[config.mk]
export PLATFORM = sky130hd
export DESIGN_NAME = pixel_format_converter_top
export DESIGN_NICKNAME = d
export VERILOG_FILES = /design/src/rtl/core/pfc_pkg.sv /design/src/rtl/core/pixel_format_converter_top.sv /design/src/rtl/core/pfc_decode.sv /design/src/rtl/core/pfc_convert.sv
export SDC_FILE = /design/constraint.sdc
export NUM_CORES = 1
export LEC_CHECK = 0
export BUFFER_PORTS_ARGS = -buffer_cell sky130_fd_sc_hd__buf_2
export CORE_MARGIN = 10
export CORE_UTILIZATION = 49
export DETAILED_ROUTE_END_ITERATION = 7
export GPL_TIMING_DRIVEN = 0
export PLACE_DENSITY = 0.78
export SYNTH_ARGS = -nofsm -noshare
export SYNTH_HDL_FRONTEND = slang
export SYNTH_SLANG_ARGS = --single-unit
[constraint.sdc]
create_clock -name clk_i -period 7.3 [get_ports clk_i]
set_input_delay 1.825 -clock clk_i [delete_from_list [all_inputs] [get_ports clk_i]]
set_output_delay 1.825 -clock clk_i [all_outputs]
set_load 0.02 [all_outputs]
[src/rtl/core/pfc_pkg.sv]
// Shared types, codes and constants of the pixel format converter.
`timescale 1ns / 1ps

package pfc_pkg;

  // Pixel format codes
  localparam logic [2:0] FMT_RGBA = 3'd0;
  localparam logic [2:0] FMT_BGRA = 3'd1;
  localparam logic [2:0] FMT_RGB  = 3'd2;
  localparam logic [2:0] FMT_BGR  = 3'd3;
  localparam logic [2:0] FMT_L    = 3'd4;
  localparam logic [2:0] FMT_LA   = 3'd5;

  // Component type codes
  localparam logic [2:0] TY_BYTE  = 3'd0;
  localparam logic [2:0] TY_8888  = 3'd1;
  localparam logic [2:0] TY_565   = 3'd2;
  localparam logic [2:0] TY_5551  = 3'd3;
  localparam logic [2:0] TY_1555R = 3'd4;
  localparam logic [2:0] TY_4444  = 3'd5;
  localparam logic [2:0] TY_4444R = 3'd6;

  // Register indexes on the config port
  localparam logic [2:0] REG_SRC_FMT = 3'd0;
  localparam logic [2:0] REG_SRC_TY  = 3'd1;
  localparam logic [2:0] REG_DST_FMT = 3'd2;
  localparam logic [2:0] REG_DST_TY  = 3'd3;

  // Luminance weights
  localparam logic [7:0] LUMA_R = 8'd77;
  localparam logic [7:0] LUMA_G = 8'd151;
  localparam logic [7:0] LUMA_B = 8'd28;

  // Result status
  typedef enum logic [1:0] {
    ST_CONVERTED   = 2'd0,
    ST_PASSED      = 2'd1,
    ST_UNSUPPORTED = 2'd2
  } status_e;

  // Conversion selected by the current configuration
  typedef enum logic [4:0] {
    OP_NONE,
    OP_PASS,
    OP_SWAP02,
    OP_REV4,
    OP_ROT1555,
    OP_L_TO_RGBA,
    OP_L_TO_RGB,
    OP_TO_LA,
    OP_TO_L,
    OP_BGR_TO_RGB,
    OP_BGR_TO_RGBA,
    OP_RGBA_TO_RGB,
    OP_PACK565,
    OP_PACK5551,
    OP_PACK4444,
    OP_UNPACK4444R,
    OP_UNPACK5551
  } op_e;

  // Decoded conversion control
  typedef struct packed {
    op_e        op;
    logic       bgr;       // red sits in byte 2, blue in byte 0
    logic [2:0] count;     // valid bytes in the result
    status_e    status;
  } mode_t;

  // Input word
  typedef struct packed {
    logic [31:0] pixel_in;
    logic        last_pixel;
  } in_word_t;

  // Result word
  typedef struct packed {
    logic [31:0] pixel_out;
    logic [2:0]  byte_count;
    logic [1:0]  status;
    logic        last_out;
  } out_word_t;

endpackage

[src/rtl/core/pixel_format_converter_top.sv]
// Top level of the pixel format converter: input and result registers.
`timescale 1ns / 1ps

// Pixel format converter.
// Input channel: in_valid_i / in_stall_o carry one source pixel word with
// its last marker. Output channel: out_valid_o / out_stall_i carry the
// converted pixel, its byte count, a status and the last marker.
// Config channel: cfg_valid_i / cfg_ready_o write one of four 3-bit
// registers (source format, source type, target format, target type);
// ready is always high. Write config only while no words are in flight.
// Each word passes the input register, conversion logic and the result
// register in that order. Throughput: one word per cycle while the receiver
// does not stall.
// Reset clears both stage valids and sets all config registers to zero
// (RGBA bytes to RGBA bytes, a pass-through).
// When the receiver stalls, the result register holds; the input register
// still takes one more word while it is empty, and in_stall_o rises only
// when both stages are full and the output is stalled.
module pixel_format_converter_top import pfc_pkg::*; (
  input  logic      clk_i,
  input  logic      rst_ni,
  input  logic      in_valid_i,
  output logic      in_stall_o,
  input  in_word_t  in_word_i,
  output logic      out_valid_o,
  input  logic      out_stall_i,
  output out_word_t out_word_o,
  input  logic       cfg_valid_i,
  output logic       cfg_ready_o,
  input  logic [2:0] cfg_index_i,
  input  logic [2:0] cfg_data_i
);

  mode_t     mode;
  in_word_t  in_q;
  out_word_t conv, out_q;
  logic      in_v_q, out_v_q;
  logic      out_en, in_en;

  pfc_decode u_decode (
    .clk_i       (clk_i),
    .rst_ni      (rst_ni),
    .cfg_valid_i (cfg_valid_i),
    .cfg_ready_o (cfg_ready_o),
    .cfg_index_i (cfg_index_i),
    .cfg_data_i  (cfg_data_i),
    .mode_o      (mode)
  );

  pfc_convert u_convert (
    .mode_i (mode),
    .word_i (in_q),
    .word_o (conv)
  );

  // Stage enables
  assign out_en     = !out_v_q || !out_stall_i;
  assign in_en      = !in_v_q || out_en;
  assign in_stall_o = !in_en;

  // Stage valids
  always_ff @(posedge clk_i or negedge rst_ni) begin
    if (!rst_ni) begin
      in_v_q  <= 1'b0;
      out_v_q <= 1'b0;
    end else begin
      if (in_en)  in_v_q  <= in_valid_i;
      if (out_en) out_v_q <= in_v_q;
    end
  end

  // Payload registers
  always_ff @(posedge clk_i) begin
    if (in_en && in_valid_i) in_q <= in_word_i;
    if (out_en && in_v_q)    out_q <= conv;
  end

  assign out_valid_o = out_v_q;
  assign out_word_o  = out_q;

endmodule

[src/rtl/core/pfc_decode.sv]
// Config registers and decode of the format pair into a conversion mode.
`timescale 1ns / 1ps

module pfc_decode import pfc_pkg::*; (
  input  logic       clk_i,
  input  logic       rst_ni,
  input  logic       cfg_valid_i,
  output logic       cfg_ready_o,
  input  logic [2:0] cfg_index_i,
  input  logic [2:0] cfg_data_i,
  output mode_t      mode_o
);

  logic [2:0] src_fmt_q, src_ty_q, dst_fmt_q, dst_ty_q;

  assign cfg_ready_o = 1'b1;

  // Config registers; indexes past the list are dropped
  always_ff @(posedge clk_i or negedge rst_ni) begin
    if (!rst_ni) begin
      src_fmt_q <= FMT_RGBA;
      src_ty_q  <= TY_BYTE;
      dst_fmt_q <= FMT_RGBA;
      dst_ty_q  <= TY_BYTE;
    end else if (cfg_valid_i) begin
      case (cfg_index_i)
        REG_SRC_FMT: src_fmt_q <= cfg_data_i;
        REG_SRC_TY:  src_ty_q  <= cfg_data_i;
        REG_DST_FMT: dst_fmt_q <= cfg_data_i;
        REG_DST_TY:  dst_ty_q  <= cfg_data_i;
        default: ;
      endcase
    end
  end

  // Bytes per pixel for a legal format and type
  function automatic logic [2:0] pix_size(logic [2:0] fmt, logic [2:0] ty);
    logic [2:0] sz;
    if (ty == TY_BYTE) begin
      case (fmt)
        FMT_RGBA, FMT_BGRA: sz = 3'd4;
        FMT_RGB, FMT_BGR:   sz = 3'd3;
        FMT_L:              sz = 3'd1;
        default:            sz = 3'd2;
      endcase
    end else if (ty == TY_8888) begin
      sz = 3'd4;
    end else begin
      sz = 3'd2;
    end
    return sz;
  endfunction

  // Pair decode, first match wins
  always_comb begin
    logic [2:0] sf, st, df, dt;
    logic       sb, db, s4, d4, legal;
    op_e        op;
    logic [2:0] cnt;
    sf = src_fmt_q;
    st = src_ty_q;
    df = dst_fmt_q;
    dt = dst_ty_q;
    sb = (st == TY_BYTE);
    db = (dt == TY_BYTE);
    s4 = (sf == FMT_RGBA) || (sf == FMT_BGRA);
    d4 = (df == FMT_RGBA) || (df == FMT_BGRA);
    legal = (sf <= FMT_LA) && (df <= FMT_LA) && (st <= TY_4444R) && (dt <= TY_4444R);
    cnt = 3'd0;
    op  = OP_NONE;

    if (!legal) begin
      op = OP_NONE;
    end else if (sf == df && st == dt) begin
      op = OP_PASS; cnt = pix_size(sf, st);
    end else if (s4 && d4 && sf != df && sb && db) begin
      op = OP_SWAP02; cnt = 3'd4;
    end else if (s4 && sf == df && ((sb && dt == TY_8888) || (st == TY_8888 && db))) begin
      op = OP_REV4; cnt = 3'd4;
    end else if (sf == FMT_BGRA && df == FMT_RGBA && st == TY_1555R && dt == TY_5551) begin
      op = OP_ROT1555; cnt = 3'd2;
    end else if (sf == FMT_L && sb && db && df == FMT_RGBA) begin
      op = OP_L_TO_RGBA; cnt = 3'd4;
    end else if (sf == FMT_L && sb && db && df == FMT_RGB) begin
      op = OP_L_TO_RGB; cnt = 3'd3;
    end else if (s4 && df == FMT_LA && sb && db) begin
      op = OP_TO_LA; cnt = 3'd2;
    end else if (sf <= FMT_BGR && df == FMT_L && sb && db) begin
      op = OP_TO_L; cnt = 3'd1;
    end else if ((sf == FMT_BGR || sf == FMT_BGRA) && df == FMT_RGB && sb && db) begin
      op = OP_BGR_TO_RGB; cnt = 3'd3;
    end else if (sf == FMT_BGR && df == FMT_RGBA && sb && db) begin
      op = OP_BGR_TO_RGBA; cnt = 3'd4;
    end else if (sf == FMT_RGBA && df == FMT_RGB && sb && db) begin
      op = OP_RGBA_TO_RGB; cnt = 3'd3;
    end else if (sf <= FMT_BGR && df == FMT_RGB && sb && dt == TY_565) begin
      op = OP_PACK565; cnt = 3'd2;
    end else if (s4 && df == FMT_RGBA && sb && dt == TY_5551) begin
      op = OP_PACK5551; cnt = 3'd2;
    end else if (s4 && df == FMT_RGBA && sb && dt == TY_4444) begin
      op = OP_PACK4444; cnt = 3'd2;
    end else if (sf == FMT_BGRA && df == FMT_RGBA && st == TY_4444R && db) begin
      op = OP_UNPACK4444R; cnt = 3'd4;
    end else if (sf == FMT_RGBA && df == FMT_RGBA && st == TY_5551 && db) begin
      op = OP_UNPACK5551; cnt = 3'd4;
    end

    mode_o.op     = op;
    mode_o.bgr    = (sf == FMT_BGRA) || (sf == FMT_BGR);
    mode_o.count  = cnt;
    mode_o.status = (op == OP_NONE) ? ST_UNSUPPORTED :
                    (op == OP_PASS) ? ST_PASSED : ST_CONVERTED;
  end

endmodule

[src/rtl/core/pfc_convert.sv]
// Per-pixel conversion datapath between the input and result registers.
`timescale 1ns / 1ps

module pfc_convert import pfc_pkg::*; (
  input  mode_t     mode_i,
  input  in_word_t  word_i,
  output out_word_t word_o
);

  logic [7:0]  b0, b1, b2, b3, r, g, b;
  logic [15:0] h, luma_sum;
  logic [7:0]  luma;
  logic [31:0] pass_mask, res;

  assign b0 = word_i.pixel_in[7:0];
  assign b1 = word_i.pixel_in[15:8];
  assign b2 = word_i.pixel_in[23:16];
  assign b3 = word_i.pixel_in[31:24];
  assign h  = word_i.pixel_in[15:0];

  // Red and blue positions follow the source order
  assign r = mode_i.bgr ? b2 : b0;
  assign g = b1;
  assign b = mode_i.bgr ? b0 : b2;

  // Weighted luminance, weights sum to 256 so the sum fits 16 bits
  assign luma_sum = 16'(r * LUMA_R) + 16'(g * LUMA_G) + 16'(b * LUMA_B);
  assign luma     = luma_sum[15:8];

  // Byte mask for pass-through
  always_comb begin
    case (mode_i.count)
      3'd1:    pass_mask = 32'h0000_00ff;
      3'd2:    pass_mask = 32'h0000_ffff;
      3'd3:    pass_mask = 32'h00ff_ffff;
      default: pass_mask = 32'hffff_ffff;
    endcase
  end

  // Result select
  always_comb begin
    case (mode_i.op)
      OP_PASS:        res = word_i.pixel_in & pass_mask;
      OP_SWAP02:      res = {b3, b0, b1, b2};
      OP_REV4:        res = {b0, b1, b2, b3};
      OP_ROT1555:     res = {16'd0, h[14:0], h[15]};
      OP_L_TO_RGBA:   res = {8'hff, b0, b0, b0};
      OP_L_TO_RGB:    res = {8'd0, b0, b0, b0};
      OP_TO_LA:       res = {16'd0, b3, luma};
      OP_TO_L:        res = {24'd0, luma};
      OP_BGR_TO_RGB:  res = {8'd0, b0, b1, b2};
      OP_BGR_TO_RGBA: res = {8'hff, b0, b1, b2};
      OP_RGBA_TO_RGB: res = {8'd0, b2, b1, b0};
      OP_PACK565:     res = {16'd0, r[7:3], g[7:2], b[7:3]};
      OP_PACK5551:    res = {16'd0, r[7:3], g[7:3], b[7:3], (b3 != 8'd0)};
      OP_PACK4444:    res = {16'd0, r[7:4], g[7:4], b[7:4], b3[7:4]};
      OP_UNPACK4444R: res = {h[15:12], 4'd0, h[3:0], 4'd0, h[7:4], 4'd0, h[11:8], 4'd0};
      OP_UNPACK5551:  res = {{8{h[0]}}, h[5:1], 3'd0, h[10:6], 3'd0, h[15:11], 3'd0};
      default:        res = 32'd0;
    endcase
  end

  assign word_o.pixel_out  = res;
  assign word_o.byte_count = mode_i.count;
  assign word_o.status     = mode_i.status;
  assign word_o.last_out   = word_i.last_pixel;

endmodule
==> results of run 1 <==
-- power by group --
part	internal, W	switching (W)
combinational	0.00146	0.00210
sequential	0.000584	0.0000453
clock	0.000240	0.000185
total	0.00228	0.00233
-- routing by layer --
metal	vias up	share of wire (%)	wire length, microns
met2	371	44	9910
li1	3007	-	-
met5	-	0	0
met4	0	1.2	268
met3	33	11	2410
met1	3138	44	9820
-- worst max path at each step --
stage	start	end	slack, ps	cells past startpoint
after floorplan	u_decode.src_fmt_q[0]	out_word_o[12]	660	28
after global placement	u_decode.src_fmt_q[0]	out_word_o[12]	-320	28
after detailed placement	u_decode.src_fmt_q[0]	out_word_o[12]	-500	28
after CTS	u_decode.src_fmt_q[0]	out_word_o[12]	50	28
after global routing	u_decode.src_fmt_q[0]	out_word_o[12]	30	27
final	u_decode.src_fmt_q[0]	out_word_o[12]	450	27
-- metrics by stage --
stage | hold slack (ps) | power (W)
after floorplan | 400 | 0.00334
after detailed placement | 408 | 0.00412
after CTS | 422 | 0.00461
after global routing | 422 | 0.00523
after global placement | 404 | 0.00397
final | 418 | 0.00461
-- registers in the layout (all words and copies together) (netlist names) --
| signal | cells |
|---|---|
| in_q | 33 |
| in_v_q | 1 |
| out_valid_o | 1 |
| out_word_o | 38 |
| u_decode.dst_fmt_q | 3 |
| u_decode.dst_ty_q | 3 |
| u_decode.src_fmt_q | 3 |
| u_decode.src_ty_q | 3 |
-- layout by cell type, fill, tap and decap left out, types with 12 or more instances in the layout --
cell type / count
sky130_fd_sc_hd__nor3_1: 13
sky130_fd_sc_hd__ha_1: 79
sky130_fd_sc_hd__buf_2: 92
sky130_fd_sc_hd__dfrtp_1: 14
sky130_fd_sc_hd__xor2_1: 13
sky130_fd_sc_hd__nand3_1: 20
sky130_fd_sc_hd__nor2_1: 27
sky130_fd_sc_hd__a221oi_1: 12
sky130_fd_sc_hd__inv_1: 124
sky130_fd_sc_hd__edfxtp_1: 71
sky130_fd_sc_hd__a221o_1: 15
sky130_fd_sc_hd__nand2_1: 71
sky130_fd_sc_hd__clkbuf_1: 24
sky130_fd_sc_hd__fa_1: 58
sky130_fd_sc_hd__a22oi_1: 25
sky130_fd_sc_hd__o21ai_0: 19
sky130_fd_sc_hd__a21oi_1: 19
-- critical path: cells and delay by family, from the launching register on --
| kind | cells | cell delay [ps] |
|---|---|---|
| compound gates | 7 | 1500 |
| flops | 1 | 420 |
| fa+ha+maj | 7 | 3000 |
| mux | 1 | 320 |
| simple gates | 3 | 380 |
| buf+inv | 8 | 870 |
| xor+xnor | 1 | 130 |
-- repair_timing --
action,4_1_cts,5_1_grt
gates cloned,0,0
resized for setup,5,6
hold buffers,0,0
pin swaps,0,0
endpoints found under the setup margin,5,7
-- kinds of logic after synthesis --
group	count (synthesis)	share of synthesized area, %
multiplexers	20	2.74
flip-flops	85	31.3
other	1	0.0472
XOR/XNOR	20	2.21
AO/OA/AOI/OAI	159	15.1
AND/OR/NAND/NOR	203	13.5
buffers and inverters	162	8.08
adder cells (fa/ha/maj)	137	27.1
-- layout make-up --
| cell class | instances | area, sq um |
|---|---|---|
| tap | 216 | 270 |
| buffer | 37 | 176 |
| timing repair buffer | 84 | 435 |
| sequential | 85 | 2480 |
| multi-input combinational | 540 | 4850 |
| fill | 1408 | 6930 |
| inverter | 124 | 465 |
| clock inverter | 5 | 33.8 |
| clock buffer | 11 | 243 |
==> flow_summary.json, run 1 <==
{
  "crit_arrival_ps": 6960,
  "cts_max_path_buffers": 2,
  "number_of_global_route_vias_before_repair": 6674,
  "die_w_microns": 147,
  "finalHoldViolations": 0,
  "cts_max_level": 3,
  "final_core_utilization_pct": 56.4,
  "crit_path_top_delay_cell": "sky130_fd_sc_hd__fa_1",
  "grtUsageMet1_pct": 28.7,
  "worst-r2r-setup-slack_ps": 450,
  "timing.critical_path.to_type": "flop",
  "n_antenna_cell": 0,
  "residual_antenna_violating_net_count_after_detailed_routing": 0,
  "synth-seq-cells": 85,
  "postCtsSetupBuffers": 0,
  "power_density_nw_per_um2": 515,
  "synth_async_sr_flop_share_pct": 16.5,
  "status": "finished clean",
  "reg2reg_from": "u_decode.src_fmt_q[0]",
  "timing.max_slew.rel_slack_pct": 2.82,
  "final-setup-viol-count": 0,
  "min_delay_worst_endpoint": "out_word_o[0]",
  "timing.final.crit_share_pct": 93.8,
  "critical_path_required_ps": 7420,
  "io_buffers": 83,
  "grt_first_pass_wirelength_mm": 36.1,
  "max_clock_freq_ghz": 0.146,
  "min-delay-path-class": "reg2reg",
  "cpPeakStageDelay_ps": 530,
  "final.setup.worst_slack_ps": 453,
  "irDropWorstVdd_v": 0.000590,
  "initial_utilization_pct": 50.0,
  "ios": 85,
  "worst-setup-path-type": "reg2reg",
  "synthesis.yosys.warnings": 0,
  "yosys.area.top_type_share_pct": 26.8,
  "grt_most_used_layer": "met2",
  "placed_cells_incl_taps": 1087,
  "tritoncts_buffers": 9,
  "grt_start_max_net_pins": 34,
  "critPathMaxFanout": 10,
  "drt_pre_antenna_iters": 8,
  "drv_cap": 0,
  "final.setup.tns_ps": 0,
  "routed_wirelength_mm": 22.4,
  "postSynthAreaPerCell_sq_um": 10.1,
  "gr-usage-met2_pct": 31.8,
  "syn-instance-count": 787,
  "tightest_slew_ps": 1440,
  "finalMaxSlewViolations": 0,
  "synth_area_sq_um": 7940,
  "clock_insertion_delay_worst_skew_ps": 340,
  "yosys-top-cells-area": "sky130_fd_sc_hd__edfxtp_1, sky130_fd_sc_hd__fa_1, sky130_fd_sc_hd__ha_1, sky130_fd_sc_hd__inv_1, sky130_fd_sc_hd__dfrtp_1",
  "dpl_cell_area_sq_um": 8660,
  "path_common_cell": "sky130_fd_sc_hd__inv_1",
  "globalRouteOverflowTotal": 0,
  "clk_pin_slew_worst_paths_ps": 60,
  "die_height_microns": 147,
  "worst_setup_path_start_kind": "flop",
  "synth.distinct_cells": 73,
  "yosys.cell_count.top_type": "sky130_fd_sc_hd__inv_1",
  "cts.sinks": 85,
  "worst_r2r_path_depth": 27,
  "standard_cell_core_area_sq_um": 15900,
  "finalCriticalPeriod_ps": 6850,
  "syn-num-nets": 968,
  "worstHoldPathCells": 0,
  "dp_slack_ps": -497,
  "drcViolationCount": 0,
  "worst_clock_skew_ps": 7.19,
  "post-synth-top-area-cell": "sky130_fd_sc_hd__edfxtp_1",
  "postSynth.topFlopCell": "sky130_fd_sc_hd__edfxtp_1",
  "syn_to_final_growth_pct": 12.8,
  "detail_route.vias_per_cell": 5.94,
  "drt_iter0_markers": 837,
  "fin_nets": 1062,
  "placement_rows": 46,
  "drive_above_1_share_pct": 15.9,
  "synth_commonest_cells": "sky130_fd_sc_hd__inv_1, sky130_fd_sc_hd__ha_1, sky130_fd_sc_hd__edfxtp_1, sky130_fd_sc_hd__nand2_1, sky130_fd_sc_hd__fa_1",
  "fin_cells": 1102,
  "stdcell_area_sq_um": 8960,
  "static-leakage-power_nw": 4.04,
  "tritoncts": "done",
  "initial_antenna_violation_count": 0,
  "crit-reg2reg-capture": "out_word_o[12]",
  "global_route.usage.total_pct": 20.7,
  "die_area_sq_um": 21700,
  "synth-seq-area-share_pct": 31.3,
  "post_drt_wl_per_cell_microns": 20.3,
  "number_of_enable_flip_flop_cells_after_synthesis": 71,
  "setup_repair_after_global_routing_missed_its_margin": "false",
  "cts_root_buffer": "sky130_fd_sc_hd__clkbuf_16",
  "worstHoldStart": "in_q[0]",
  "dpl.hpwl_mm": 17.3,
  "met3_usage_pct": 5.56,
  "place.gp.congestion": 1.00,
  "via_count": 6549
}
Note: power is estimated with default switching activity, not from simulation.
==> inputs of run 2 (changes only) <==
- clock period: 7.3 -> 7.8 ns (I/O delays scaled with it)
==> run 2 against run 1 <==
  * First-iteration DRC count down 1.8%
  * Worst setup slack better by 99 ps
  * Highest routed layer unchanged
  * Die area stayed put
  * Critical path type unchanged
  * Fmax down 5.5%
  * Global-route usage about the same
  * Sequential power decreased by 6.4%
  * Hold slack is essentially flat
  * Count of clock-buffer cells in the layout stayed put
  * Final cell count barely moved
  * Clock power fell by 6.1%
  * Total power fell by 6.4%
==> flow_summary.json, run 2 (synthesis results as in run 1) <==
{
  "crit_path_top_delay_cell": "sky130_fd_sc_hd__fa_1",
  "grt_start_max_net_pins": 34,
  "drt_pre_antenna_iters": 6,
  "worstHoldPathCells": 0,
  "crit_arrival_ps": 7360,
  "place.gp.congestion": 1.00,
  "hold_slack_final_ps": 418,
  "initial_utilization_pct": 50.0,
  "via_count": 6593,
  "power_density_nw_per_um2": 482,
  "final-setup-viol-count": 0,
  "drcViolationCount": 0,
  "die_area_sq_um": 21700,
  "residual_antenna_violating_net_count_after_detailed_routing": 0,
  "m1_wire_length_mm": 9.71,
  "standard_cell_core_area_sq_um": 15900,
  "post_drt_wl_per_cell_microns": 20.3,
  "ios": 85,
  "cts_root_buffer": "sky130_fd_sc_hd__clkbuf_16",
  "cts.sinks": 85,
  "status": "finished clean",
  "worst_clock_skew_ps": 6.80,
  "tritoncts": "done",
  "worstHoldStart": "in_q[0]",
  "clk_pin_slew_worst_paths_ps": 60,
  "number_of_global_route_vias_before_repair": 6671,
  "static-leakage-power_nw": 4.05,
  "routed_wire_length_on_met2_mm": 9.93,
  "drive_above_1_share_pct": 15.7,
  "worst_setup_path_start_kind": "flop",
  "n_antenna_cell": 0,
  "drv_cap": 0,
  "finalHoldViolations": 0,
  "detail_route.vias_per_cell": 5.98,
  "cts_max_level": 3,
  "final_common_cell": "sky130_fd_sc_hd__inv_1",
  "finalCriticalPeriod_ps": 7250,
  "dpl.hpwl_mm": 17.3,
  "placement_rows": 46,
  "globalRouteOverflowTotal": 0,
  "reg2reg_from": "u_decode.src_fmt_q[0]",
  "worst-r2r-setup-slack_ps": 550,
  "grt_first_pass_wirelength_mm": 36.0,
  "tritoncts_buffers": 9,
  "min-delay-path-class": "reg2reg",
  "cts_max_path_buffers": 2,
  "die_w_microns": 147,
  "path_common_cell": "sky130_fd_sc_hd__inv_1",
  "critical_path_required_ps": 7910,
  "worst-setup-path-type": "reg2reg",
  "final.setup.tns_ps": 0,
  "clock_insertion_delay_worst_skew_ps": 340,
  "timing.critical_path.to_type": "flop",
  "tightest_slew_ps": 1410,
  "maxUsedRoutingLayer": "met4",
  "met3_wirelength_mm": 2.43,
  "min_delay_worst_endpoint": "out_word_o[0]",
  "io_buffers": 83,
  "syn_to_final_growth_pct": 12.7,
  "mostFrequentLayoutCells": "sky130_fd_sc_hd__inv_1, sky130_fd_sc_hd__buf_2, sky130_fd_sc_hd__ha_1",
  "worst_r2r_path_depth": 28,
  "critPathMaxFanout": 10,
  "irDropWorstVdd_v": 0.000560,
  "finalMaxSlewViolations": 0,
  "die_height_microns": 147,
  "timing.final.crit_share_pct": 92.9,
  "max_clock_freq_ghz": 0.138,
  "fin_nets": 1063,
  "drt_iter0_markers": 822,
  "cpPeakStageDelay_ps": 530,
  "global_route.usage.total_pct": 20.6,
  "timing.max_slew.rel_slack_pct": 5.16,
  "largest_register_ffs": 38,
  "holdBufCountCts": 0,
  "initial_antenna_violation_count": 0,
  "crit-reg2reg-capture": "out_word_o[12]",
  "setup_repair_after_global_routing_missed_its_margin": "false",
  "routed_wirelength_mm": 22.4
}
run 2: cell types whose count changed in the layout (fill, tap and decap cells not counted), sizes merged:
cell	before	now
clkbuf	35	36
run 2: final cells by class:
type,instances,area (sq um)
clock buffers,11,243
flip-flops and latches,85,2480
multi-input cells,540,4850
plain buffers,38,178
clock inverters,5,33.8
fillers,1408,6930
well taps,216,270
repair buffers,84,435
inverters,124,465
run 2: where the power goes:
| group | internal (W) | switching (W) |
|---|---|---|
| Sequential | 0.000546 | 0.0000425 |
| Clock | 0.000225 | 0.000174 |
| Combinational | 0.00136 | 0.00197 |
| Total | 0.00213 | 0.00218 |
run 2: stage by stage:
step                std cells  utilization, %  worst slack, ps  power, W  cell area, sq um
floorplan                 787               -             1160   0.00313              7940
global placement         1086            54.3              175   0.00372              8630
detailed placement       1087            54.5             2.73   0.00385              8660
CTS                      1103            56.3             70.6   0.00429              8940
global route             1103            56.4             61.9   0.00489              8950
finish                   1103            56.4              553   0.00432              8950
run 2: worst max-delay path: cells and delay by family (launching register included):
kind            cells  cell delay (ps)
fa+ha+maj           7             2990
simple gates        3              280
flops               1              420
mux                 1              350
buf+inv             9             1320
xor+xnor            1              130
compound gates      7             1550
run 2: what timing repair did:
action	CTS	global route
setup buffers	0	0
setup endpoints to repair	1	4
gates resized for setup	1	6
run 2: layer usage:
metal | vias to the layer above | track usage [%]
li1 | 3005 | -
met1 | 3161 | 28.6
met2 | 392 | 31.7
met3 | 35 | 5.59
met4 | 0 | 4.31
met5 | - | 0
run 2: worst max-delay path by stage:
stage                                     start              to  slack (ps)  cells after the start
final                     u_decode.src_fmt_q[0]  out_word_o[12]         550                     28
after global routing      u_decode.src_fmt_q[0]  out_word_o[13]          60                     29
after CTS                 u_decode.src_fmt_q[0]  out_word_o[12]          70                     28
after detailed placement  u_decode.src_fmt_q[0]  out_word_o[12]           3                     28
after global placement    u_decode.src_fmt_q[0]  out_word_o[12]         180                     28
after floorplan           u_decode.src_fmt_q[0]  out_word_o[12]        1160                     28
